$ cat config.mk
export PLATFORM = sky130hd
export DESIGN_NAME = mpeg_audio_frame_header_crc_check
export DESIGN_NICKNAME = d
export VERILOG_FILES = /design/src/rtl/core/mahc_pkg.sv /design/src/rtl/core/mpeg_audio_frame_header_crc_check.sv /design/src/rtl/core/mahc_front.sv /design/src/rtl/core/mahc_fifo.sv /design/src/rtl/core/mahc_back.sv
export SDC_FILE = /design/constraint.sdc
export NUM_CORES = 1
export LEC_CHECK = 0
export ABC_AREA = 0
export BUFFER_PORTS_ARGS = -buffer_cell sky130_fd_sc_hd__buf_2
export CELL_PAD_IN_SITES_DETAIL_PLACEMENT = 0
export CELL_PAD_IN_SITES_GLOBAL_PLACEMENT = 1
export CORE_MARGIN = 5
export CORE_UTILIZATION = 31
export DETAILED_ROUTE_END_ITERATION = 16
export PLACE_DENSITY_LB_ADDON = 0.1
export SETUP_SLACK_MARGIN = 0.5
export SLEW_MARGIN = 30
export SYNTH_ARGS = -nofsm -noshare
export SYNTH_HDL_FRONTEND = slang
export SYNTH_SLANG_ARGS = --single-unit
$ cat constraint.sdc
create_clock -name clk -period 9.6 [get_ports clk]
set_input_delay 0.96 -clock clk [delete_from_list [all_inputs] [get_ports clk]]
set_output_delay 0.96 -clock clk [all_outputs]
set_load 0.01 [all_outputs]
$ cat src/rtl/core/mahc_pkg.sv
package mahc_pkg;

  // result status codes
  localparam logic [2:0] ST_NO_CRC    = 3'd0;
  localparam logic [2:0] ST_CRC_OK    = 3'd1;
  localparam logic [2:0] ST_CRC_BAD   = 3'd2;
  localparam logic [2:0] ST_BAD_HDR   = 3'd3;
  localparam logic [2:0] ST_SIZE_UNK  = 3'd4;
  localparam logic [2:0] ST_PROT_UNK  = 3'd5;

  localparam logic [15:0] CRC_POLY = 16'h8005;
  localparam logic [15:0] CRC_INIT = 16'hFFFF;

  // what the back end has to do with a queued entry
  typedef enum logic [1:0] {
    KIND_PLAIN    = 2'd0,  // emit, frame length is zero
    KIND_LEN_EMIT = 2'd1,  // compute frame length, then emit
    KIND_LEN      = 2'd2,  // compute frame length and keep it
    KIND_CRC      = 2'd3   // emit CRC verdict with kept frame length
  } mahc_kind_t;

  typedef struct packed {
    mahc_kind_t  kind;
    logic [2:0]  status;
    logic [5:0]  prot_len;
    logic [15:0] crc;
    logic [31:0] header;
  } mahc_entry_t;

  typedef enum logic [2:0] {
    BK_IDLE = 3'd0,
    BK_NUM  = 3'd1,
    BK_PROD = 3'd2,
    BK_FIX  = 3'd3,
    BK_EMIT = 3'd4
  } mahc_bk_state_t;

endpackage

$ cat src/rtl/core/mpeg_audio_frame_header_crc_check.sv
// MPEG audio frame header decode and CRC-16 check.
//
// Input channel: one frame byte per beat on in_tdata, in_tuser high on the
// first header byte of a frame. Bytes before the first start, or after a
// frame's result, are dropped until the next start; a start in mid-frame
// abandons the frame under way without a result.
// Result channel: one beat per frame with status, frame length, protected
// length, computed CRC and the header word.
// cfg_wr_en / cfg_wr_data set the CRC check enable (reset value 1); write it
// only while no frame is in flight.
//
// Throughput: one byte per cycle while the two-entry queue between front end
// and back end has room. The back end takes a header through these steps in
// order: take, numerator, reciprocal multiply, one correction step.
// Reset empties the queue, clears the output valid flag and leaves the front end
// waiting for a start. When the receiver stalls, the result holds in the output
// register, the back end waits, and in_tready falls once the queue fills.
module mpeg_audio_frame_header_crc_check (
  input  logic        clk,
  input  logic        rst_n,
  input  logic        in_tvalid,
  output logic        in_tready,
  input  logic [7:0]  in_tdata,    // [7:0] data_byte
  input  logic        in_tuser,    // [0] frame_start
  output logic        out_tvalid,
  input  logic        out_tready,
  // [2:0] status, [14:3] frame_bytes, [20:15] protected_bytes,
  // [36:21] computed_crc, [68:37] header_word, [71:69] zero
  output logic [71:0] out_tdata,
  input  logic        cfg_wr_en,
  input  logic        cfg_wr_data  // crc_check_enable
);
  import mahc_pkg::*;

  logic        crc_en_r;
  logic        q_push, q_pop, q_full, q_valid;
  mahc_entry_t q_in, q_head;

  // hold the check enable between writes
  always_ff @(posedge clk) begin
    if (!rst_n) begin
      crc_en_r <= 1'b1;
    end else if (cfg_wr_en) begin
      crc_en_r <= cfg_wr_data;
    end
  end

  // front end: track byte position, gather header, run CRC, classify
  mahc_front u_front (
    .clk       (clk),
    .rst_n     (rst_n),
    .crc_en    (crc_en_r),
    .in_tvalid (in_tvalid),
    .in_tready (in_tready),
    .in_tdata  (in_tdata),
    .in_tuser  (in_tuser),
    .q_full    (q_full),
    .q_push    (q_push),
    .q_entry   (q_in)
  );

  // decouple the byte stream from the length computation
  mahc_fifo u_fifo (
    .clk        (clk),
    .rst_n      (rst_n),
    .push       (q_push),
    .push_entry (q_in),
    .pop        (q_pop),
    .full       (q_full),
    .valid      (q_valid),
    .head       (q_head)
  );

  // back end: frame length, result assembly and output register
  mahc_back u_back (
    .clk        (clk),
    .rst_n      (rst_n),
    .q_valid    (q_valid),
    .q_head     (q_head),
    .q_pop      (q_pop),
    .out_tvalid (out_tvalid),
    .out_tready (out_tready),
    .out_tdata  (out_tdata)
  );

endmodule

$ cat src/rtl/core/mahc_front.sv
module mahc_front (
  input  logic               clk,
  input  logic               rst_n,
  input  logic               crc_en,
  input  logic               in_tvalid,
  output logic               in_tready,
  input  logic [7:0]         in_tdata,   // [7:0] data_byte
  input  logic               in_tuser,   // [0] frame_start
  input  logic               q_full,
  output logic               q_push,
  output mahc_pkg::mahc_entry_t q_entry
);
  import mahc_pkg::*;

  function automatic logic [15:0] crc_byte(input logic [15:0] crc, input logic [7:0] b);
    logic [15:0] c;
    c = crc;
    for (int i = 7; i >= 0; i--) begin
      if (c[15] != b[i]) begin
        c = {c[14:0], 1'b0} ^ CRC_POLY;
      end else begin
        c = {c[14:0], 1'b0};
      end
    end
    return c;
  endfunction

  logic [5:0]  pos_r, pos_nxt, pos_cur;
  logic [31:0] hdr_r, hdr_nxt, hdr_cur;
  logic [15:0] crc_r, crc_nxt, crc_cur;
  logic [15:0] rcv_r, rcv_nxt, rcv_cur;
  logic [5:0]  plen_r, plen_nxt, plen_cur;
  logic        done_r, done_nxt, done_cur;
  logic        fire;

  logic [31:0] h;
  logic [1:0]  h_id, h_layer, h_sr, h_cm, h_ext;
  logic [3:0]  h_br;
  logic        h_bad, h_unk, p_known;
  logic [5:0]  p_len;

  assign in_tready = !q_full;
  assign fire      = in_tvalid && in_tready;

  // restart drops whatever the previous frame left behind
  assign pos_cur  = in_tuser ? 6'd0 : pos_r;
  assign hdr_cur  = in_tuser ? 32'd0 : hdr_r;
  assign crc_cur  = in_tuser ? CRC_INIT : crc_r;
  assign rcv_cur  = in_tuser ? 16'd0 : rcv_r;
  assign plen_cur = in_tuser ? 6'd0 : plen_r;
  assign done_cur = in_tuser ? 1'b0 : done_r;

  // header as it stands once the fourth byte is shifted in
  assign h       = {hdr_cur[23:0], in_tdata};
  assign h_id    = h[20:19];
  assign h_layer = h[18:17];
  assign h_br    = h[15:12];
  assign h_sr    = h[11:10];
  assign h_cm    = h[7:6];
  assign h_ext   = h[5:4];
  assign h_bad   = (h[31:21] != 11'h7FF) || (h_br == 4'hF);
  assign h_unk   = (h_id == 2'd1) || (h_layer == 2'd0) || (h_br == 4'd0) || (h_sr == 2'd3);

  always_comb begin
    p_known = 1'b0;
    p_len   = 6'd0;
    if (h_layer == 2'd3) begin
      p_known = 1'b1;
      if (h_cm == 2'd3) begin
        p_len = 6'd22;
      end else if (h_cm == 2'd1) begin
        p_len = 6'd24 + {3'b000, h_ext, 1'b0};
      end else begin
        p_len = 6'd38;
      end
    end else if (h_layer == 2'd1 && h_id != 2'd1) begin
      p_known = 1'b1;
      if (h_id == 2'd3 && h_cm != 2'd3) begin
        p_len = 6'd38;
      end else if (h_id != 2'd3 && h_cm == 2'd3) begin
        p_len = 6'd15;
      end else begin
        p_len = 6'd23;
      end
    end
  end

  always_comb begin
    pos_nxt  = pos_r;
    hdr_nxt  = hdr_r;
    crc_nxt  = crc_r;
    rcv_nxt  = rcv_r;
    plen_nxt = plen_r;
    done_nxt = done_r;
    q_push   = 1'b0;
    q_entry  = '{kind: KIND_PLAIN, status: ST_NO_CRC, prot_len: 6'd0, crc: 16'd0,
                 header: h};
    if (fire) begin
      pos_nxt  = pos_cur;
      hdr_nxt  = hdr_cur;
      crc_nxt  = crc_cur;
      rcv_nxt  = rcv_cur;
      plen_nxt = plen_cur;
      done_nxt = done_cur;
      if (!done_cur) begin
        pos_nxt = pos_cur + 6'd1;
        if (pos_cur < 6'd4) begin
          hdr_nxt = h;
          if (pos_cur >= 6'd2) begin
            crc_nxt = crc_byte(crc_cur, in_tdata);
          end
          if (pos_cur == 6'd3) begin
            q_push   = 1'b1;
            done_nxt = 1'b1;
            if (h_bad) begin
              q_entry.status = ST_BAD_HDR;
            end else if (h_unk) begin
              q_entry.status = ST_SIZE_UNK;
            end else if (!crc_en || h[16]) begin
              q_entry.kind   = KIND_LEN_EMIT;
              q_entry.status = ST_NO_CRC;
            end else if (!p_known) begin
              q_entry.kind   = KIND_LEN_EMIT;
              q_entry.status = ST_PROT_UNK;
            end else begin
              q_entry.kind = KIND_LEN;
              plen_nxt     = p_len;
              done_nxt     = 1'b0;
            end
          end
        end else begin
          if (pos_cur < 6'd6) begin
            rcv_nxt = {rcv_cur[7:0], in_tdata};
          end else begin
            crc_nxt = crc_byte(crc_cur, in_tdata);
          end
          if ({1'b0, pos_cur} + 7'd1 >= {1'b0, plen_cur}) begin
            q_push           = 1'b1;
            done_nxt         = 1'b1;
            q_entry.kind     = KIND_CRC;
            q_entry.status   = (crc_nxt == rcv_nxt) ? ST_CRC_OK : ST_CRC_BAD;
            q_entry.prot_len = plen_cur;
            q_entry.crc      = crc_nxt;
            q_entry.header   = hdr_cur;
          end
        end
      end
    end
  end

  always_ff @(posedge clk) begin
    if (!rst_n) begin
      pos_r  <= 6'd0;
      hdr_r  <= 32'd0;
      crc_r  <= CRC_INIT;
      rcv_r  <= 16'd0;
      plen_r <= 6'd0;
      done_r <= 1'b1;
    end else begin
      pos_r  <= pos_nxt;
      hdr_r  <= hdr_nxt;
      crc_r  <= crc_nxt;
      rcv_r  <= rcv_nxt;
      plen_r <= plen_nxt;
      done_r <= done_nxt;
    end
  end

endmodule

$ cat src/rtl/core/mahc_fifo.sv
module mahc_fifo (
  input  logic                  clk,
  input  logic                  rst_n,
  input  logic                  push,
  input  mahc_pkg::mahc_entry_t push_entry,
  input  logic                  pop,
  output logic                  full,
  output logic                  valid,
  output mahc_pkg::mahc_entry_t head
);
  import mahc_pkg::*;

  // two slots, slot 0 is always the head
  mahc_entry_t slot0_r, slot1_r;
  logic [1:0]  cnt_r, cnt_nxt;

  assign full  = (cnt_r == 2'd2);
  assign valid = (cnt_r != 2'd0);
  assign head  = slot0_r;

  always_comb begin
    cnt_nxt = cnt_r;
    if (push && !pop) begin
      cnt_nxt = cnt_r + 2'd1;
    end else if (pop && !push) begin
      cnt_nxt = cnt_r - 2'd1;
    end
  end

  always_ff @(posedge clk) begin
    if (!rst_n) begin
      cnt_r <= 2'd0;
    end else begin
      cnt_r <= cnt_nxt;
    end
  end

  always_ff @(posedge clk) begin
    if (pop) begin
      if (cnt_r == 2'd2) begin
        slot0_r <= slot1_r;
        if (push) begin
          slot1_r <= push_entry;
        end
      end else if (push) begin
        slot0_r <= push_entry;
      end
    end else if (push) begin
      if (cnt_r == 2'd0) begin
        slot0_r <= push_entry;
      end else begin
        slot1_r <= push_entry;
      end
    end
  end

endmodule

$ cat src/rtl/core/mahc_back.sv
module mahc_back (
  input  logic                  clk,
  input  logic                  rst_n,
  input  logic                  q_valid,
  input  mahc_pkg::mahc_entry_t q_head,
  output logic                  q_pop,
  output logic                  out_tvalid,
  input  logic                  out_tready,
  output logic [71:0]           out_tdata
);
  import mahc_pkg::*;

  // kbit/s divided by 8: [version bit 0][layer - 1][bitrate index - 1]
  localparam logic [5:0] RATE_TAB [84] = '{
    6'd1, 6'd2, 6'd3, 6'd4, 6'd5, 6'd6, 6'd7, 6'd8, 6'd10, 6'd12, 6'd14, 6'd16, 6'd18, 6'd20,
    6'd1, 6'd2, 6'd3, 6'd4, 6'd5, 6'd6, 6'd7, 6'd8, 6'd10, 6'd12, 6'd14, 6'd16, 6'd18, 6'd20,
    6'd4, 6'd6, 6'd7, 6'd8, 6'd10, 6'd12, 6'd14, 6'd16, 6'd18, 6'd20, 6'd22, 6'd24, 6'd28,
    6'd32,
    6'd4, 6'd5, 6'd6, 6'd7, 6'd8, 6'd10, 6'd12, 6'd14, 6'd16, 6'd20, 6'd24, 6'd28, 6'd32,
    6'd40,
    6'd4, 6'd6, 6'd7, 6'd8, 6'd10, 6'd12, 6'd14, 6'd16, 6'd20, 6'd24, 6'd28, 6'd32, 6'd40,
    6'd48,
    6'd4, 6'd8, 6'd12, 6'd16, 6'd20, 6'd24, 6'd28, 6'd32, 6'd36, 6'd40, 6'd44, 6'd48, 6'd52,
    6'd56
  };

  // floor(2^32 / base) for the three sampling-rate bases
  localparam logic [23:0] RECIP_441 = 24'd9739154;
  localparam logic [23:0] RECIP_480 = 24'd8947848;
  localparam logic [23:0] RECIP_320 = 24'd13421772;

  mahc_bk_state_t state_r, state_nxt;
  mahc_entry_t    wk_r;
  logic [21:0]    num_r;
  logic [13:0]    qest_r;
  logic [11:0]    flen_r;
  logic           ld_num, ld_q, ld_len, emit;

  logic           out_tvalid_r;
  logic [71:0]    out_tdata_r;

  logic [1:0]  id, layer, sr;
  logic [3:0]  br;
  logic [1:0]  shift_c;
  logic [7:0]  spf8_c;
  logic [8:0]  base_c;
  logic [23:0] recip_c;
  logic [2:0]  pad_c;
  logic [6:0]  rt_idx;
  logic [13:0] m_c;
  logic [21:0] num_c;
  logic [45:0] prod_c;
  logic [22:0] qd_c;
  logic [21:0] rem_c;
  logic [13:0] q_c, qs_c;
  logic [11:0] flen_c;
  logic [11:0] out_fb;

  assign id    = wk_r.header[20:19];
  assign layer = wk_r.header[18:17];
  assign br    = wk_r.header[15:12];
  assign sr    = wk_r.header[11:10];

  always_comb begin
    case (id)
      2'd3:    shift_c = 2'd2;
      2'd2:    shift_c = 2'd1;
      default: shift_c = 2'd0;
    endcase
    case (sr)
      2'd1: begin
        base_c  = 9'd480;
        recip_c = RECIP_480;
      end
      2'd2: begin
        base_c  = 9'd320;
        recip_c = RECIP_320;
      end
      default: begin
        base_c  = 9'd441;
        recip_c = RECIP_441;
      end
    endcase
    if (layer == 2'd3) begin
      spf8_c = 8'd48;
    end else if (layer == 2'd2 || id == 2'd3) begin
      spf8_c = 8'd144;
    end else begin
      spf8_c = 8'd72;
    end
    if (!wk_r.header[9]) begin
      pad_c = 3'd0;
    end else if (layer == 2'd3) begin
      pad_c = 3'd4;
    end else begin
      pad_c = 3'd1;
    end
    case (layer)
      2'd2:    rt_idx = 7'd14;
      2'd3:    rt_idx = 7'd28;
      default: rt_idx = 7'd0;
    endcase
    rt_idx = rt_idx + (id[0] ? 7'd42 : 7'd0) + {3'b000, br - 4'd1};
  end

  // numerator = samples/8 * bitrate/8 * 320, divided by base then by 2^shift
  assign m_c    = 14'(spf8_c) * 14'(RATE_TAB[rt_idx]);
  assign num_c  = {m_c, 8'd0} + {2'b00, m_c, 6'd0};
  assign prod_c = 46'(num_r) * 46'(recip_c);
  assign qd_c   = 23'(qest_r) * 23'(base_c);
  assign rem_c  = num_r - qd_c[21:0];
  assign q_c    = qest_r + 14'(rem_c >= 22'(base_c));
  assign qs_c   = q_c >> shift_c;
  assign flen_c = qs_c[11:0] + 12'(pad_c);

  always_comb begin
    state_nxt = state_r;
    unique case (state_r)
      BK_IDLE: begin
        if (q_valid) begin
          if (q_head.kind == KIND_PLAIN || q_head.kind == KIND_CRC) begin
            state_nxt = BK_EMIT;
          end else begin
            state_nxt = BK_NUM;
          end
        end
      end
      BK_NUM:  state_nxt = BK_PROD;
      BK_PROD: state_nxt = BK_FIX;
      BK_FIX:  state_nxt = (wk_r.kind == KIND_LEN) ? BK_IDLE : BK_EMIT;
      BK_EMIT: begin
        if (!out_tvalid_r || out_tready) begin
          state_nxt = BK_IDLE;
        end
      end
      default: state_nxt = BK_IDLE;
    endcase
  end

  always_comb begin
    q_pop  = (state_r == BK_IDLE) && q_valid;
    ld_num = (state_r == BK_NUM);
    ld_q   = (state_r == BK_PROD);
    ld_len = (state_r == BK_FIX);
    emit   = (state_r == BK_EMIT) && (!out_tvalid_r || out_tready);
  end

  assign out_fb = (wk_r.kind == KIND_PLAIN) ? 12'd0 : flen_r;

  always_ff @(posedge clk) begin
    if (!rst_n) begin
      state_r      <= BK_IDLE;
      out_tvalid_r <= 1'b0;
    end else begin
      state_r <= state_nxt;
      if (emit) begin
        out_tvalid_r <= 1'b1;
      end else if (out_tready) begin
        out_tvalid_r <= 1'b0;
      end
    end
  end

  always_ff @(posedge clk) begin
    if (q_pop) begin
      wk_r <= q_head;
    end
    if (ld_num) begin
      num_r <= num_c;
    end
    if (ld_q) begin
      qest_r <= prod_c[45:32];
    end
    if (ld_len) begin
      flen_r <= flen_c;
    end
    if (emit) begin
      out_tdata_r <= {3'b000, wk_r.header, wk_r.crc, wk_r.prot_len, out_fb, wk_r.status};
    end
  end

  assign out_tvalid = out_tvalid_r;
  assign out_tdata  = out_tdata_r;

endmodule
==> flow_metrics.tcl <==
set metrics [dict create \
    ant_nets 0 \
    portBuffers 85 \
    status "finished, final reports clean" \
    ys_warn_count 0 \
    grt_use_met3_pct 1.90 \
    rsz0062_at_grt "no" \
    ys_types 78 \
    report.final.slew_viol_count 0 \
    synth_ff_type "edfxtp_1" \
    chipHeight_um 313 \
    grtUsageMet2_pct 27.6 \
    grt_pass1_wl_um 121000 \
    cap_violations 0 \
    reg2regPathDepth 31 \
    remaining_drc_errors 0 \
    clkTransAtPathRegs_ns 0.06 \
    multi_input_area_um2 16400 \
    dr_total_vias 18940 \
    grt_pass1_vias 19911 \
    final_cell_mix "364 x inv_1, 285 x edfxtp_1, 274 x ha_1" \
    hpwlAfterDp_um 60400 \
    final_nets 3286 \
    synthCells 2694 \
    cp_top_family "adder cells" \
    placedCellCount 3880 \
    critPathKind "reg2reg" \
    async_flop_share_pct 0 \
    timing.slew.headroom_pct 39.3 \
    overflow 0 \
    ys_seq_area_share_pct 36.1 \
    nFillCells 9100 \
    vias_per_cell 4.77 \
    worst_pin_slew_ns 0.907 \
    areaGrowthSynthToFinish_pct 11.7 \
    grt_use_total_pct 15.8 \
    worstReg2RegStart "u_back.sr[1]" \
    crit_top_cell "fa_1" \
    path_buf_inv 3 \
    start_util_pct 31.1 \
    cts.sinks 369 \
    grt_max_degree 83 \
    drive_above_1_share_pct 8.59 \
    place_congestion 0.878 \
    final-setup-viol-count 0 \
    crit_slowest_cell "fa_1" \
    cp_max_fo 10 \
    wirelength_um 78000 \
    cts_tree "yes" \
    dieArea_um2 97700 \
    die_w_um 313 \
    cp.arrival_ns 9.04 \
    hold_path_class "reg2reg" \
    synth_edf_count 285 \
    layout_min_cycle_time_ns 8.72 \
    min_period_over_period_pct 90.9 \
    ys_ff_latch 369 \
    max_freq_mhz 115 \
    busiest_layer "met2" \
    start_kind "flop" \
    hold_buffers 0 \
    cts_made_buffers 43 \
    grt_antenna_before_repair 2 \
    mostFrequentLayoutCell "inv_1" \
    worstSkewPairLatency_ns 0.58 \
    seq_area_um2 10200 \
    min-delay-start "u_fifo.head[24]" \
    fin_cells 3968 \
    core_area_um2 91200 \
    finalSetupTns_ns 0 \
    rrSetupSlack_ns 0.88 \
    min_path_cells 0 \
    drtPass1Iterations 6 \
    wl_per_cell_um 19.7 \
    pin_count 89 \
    netlist_area_um2 28400 \
    slowest_delay_ns 0.55 \
    worstReg2RegEnd "u_back.flen_r[11]" \
    clock_skew_ns 0.0316 \
    finalHoldViolCount 0 \
    whs_endpoint "u_back.wk_r[24]" \
    avgSynthCellArea_um2 10.5 \
    worst_setup_path_end_kind "flop" \
    clk_path_buf_depth 3 \
    grtUsageMet1_pct 21.3 \
    required_ns 9.92 \
    root_buffer "clkbuf_16" \
    htreeDepth 2 \
    drt_iter0_markers 1097 \
    fp-row-count 111 \
]
## Yosys cell counts, drive strengths merged, types with 5 or more instances
cell / instances / share of area (%)
inv: 368 / 4.9
edfxtp: 285 / 30
ha: 280 / 12
fa: 245 / 17
nor2: 229 / 3.0
nand2: 223 / 2.9
a21oi: 115 / 2.0
clkbuf: 95 / 1.3
dfxtp: 84 / 5.9
xnor2: 84 / 2.7
o21ai: 71 / 1.3
a21o: 58 / 1.5
nor2b: 44 / 0.97
xor2: 44 / 1.4
nand3: 37 / 0.65
mux2i: 36 / 1.3
nor3: 35 / 0.62
and2: 31 / 0.68
nand2b: 31 / 0.68
o31ai: 28 / 0.74
buf: 27 / 0.60
a211oi: 19 / 0.50
a31oi: 18 / 0.40
and3: 18 / 0.40
nand4: 16 / 0.35
a22oi: 14 / 0.37
mux2: 14 / 0.56
o211ai: 11 / 0.29
or3: 11 / 0.24
o21a: 9 / 0.24
o22ai: 9 / 0.20
o21bai: 7 / 0.19
nor3b: 6 / 0.16
nor4: 6 / 0.13
or2: 6 / 0.13
a2111oi: 5 / 0.22
o221ai: 5 / 0.15
## metal layers
layer	wire length, um	part of all wire (%)	vias up
met1	35800	46	9342
met3	2660	3.4	68
li1	-	-	9196
met5	0	0	-
met4	1480	1.9	0
met2	38100	49	334
## timing repair
action,in CTS,in global routing
pin swaps,0,4
setup buffers,0,6
resized for setup,3,12
endpoints found under the setup margin,3,3
## cell families (layout without fill, tap and decap cells)
kind of cell / after synthesis / in the layout / synth area share [%]
compound gates: 414 / 414 / 9.60
xor+xnor: 132 / 132 / 4.41
fa+ha+maj: 525 / 525 / 29.6
buf+inv: 490 / 569 / 6.73
flops: 369 / 369 / 36.1
mux: 53 / 53 / 2.06
other cells: 2 / 11 / 0.0265
simple gates: 709 / 709 / 11.5
## per-stage QoR
step           worst slack [ns]  utilization, %  area, um2  hold slack (ns)
6_report                  0.878            34.8      31700            0.407
3_3_place_gp              0.392            32.9      30100            0.403
3_5_place_dp              0.221            33.0      30100            0.405
4_1_cts                   0.517            34.6      31600            0.404
5_1_grt                   0.476            34.8      31700            0.424
2_1_floorplan             0.993               -      28400            0.400
## final cells by class
cell class	instances	area share [%]
multi-input cells	1843	51.7
inverters	368	4.37
flip-flops and latches	369	32.3
repair buffers	121	2.32
clock buffers	51	3.52
diodes	1	0.00789
well taps	1186	4.68
clock inverters	29	1.11
## worst max path at each step
stage                 startpoint                end  cells after the start
finish              u_back.sr[1]  u_back.flen_r[11]                     31
global route        u_back.sr[1]  u_back.flen_r[11]                     31
CTS                 u_back.sr[1]  u_back.flen_r[11]                     31
detailed placement  u_back.sr[1]  u_back.flen_r[11]                     31
global placement    u_back.sr[1]  u_back.flen_r[11]                     31
floorplan           u_back.sr[1]  u_back.flen_r[11]                     35
## state kept, by name (all words and copies together), names as in the netlist, 3 cells and up
| signal | count |
|---|---|
| u_back.out_tdata | 69 |
| u_fifo.head | 59 |
| u_fifo.slot1_r | 59 |
| u_back.wk_r | 49 |
| u_front.hdr_r | 32 |
| u_front.crc_r | 16 |
| u_front.rcv_r | 16 |
| u_back.qest_r | 14 |
| u_back.num_r | 13 |
| u_back.flen_r | 12 |
| u_front.plen_r | 6 |
| u_front.pos_r | 6 |
| u_back.br | 4 |
| u_back.state_r | 3 |
## worst register-to-register path: cells and delay by family, from the launching register on
family	cells	cell delay, ns
buf+inv	3	0.26
simple gates	10	2.10
xor+xnor	2	0.37
fa+ha+maj	9	3.87
flops	1	0.47
compound gates	7	1.42
Power is not shown: default switching activity piles up to over one toggle a cycle in this logic, so the estimate is an artifact.
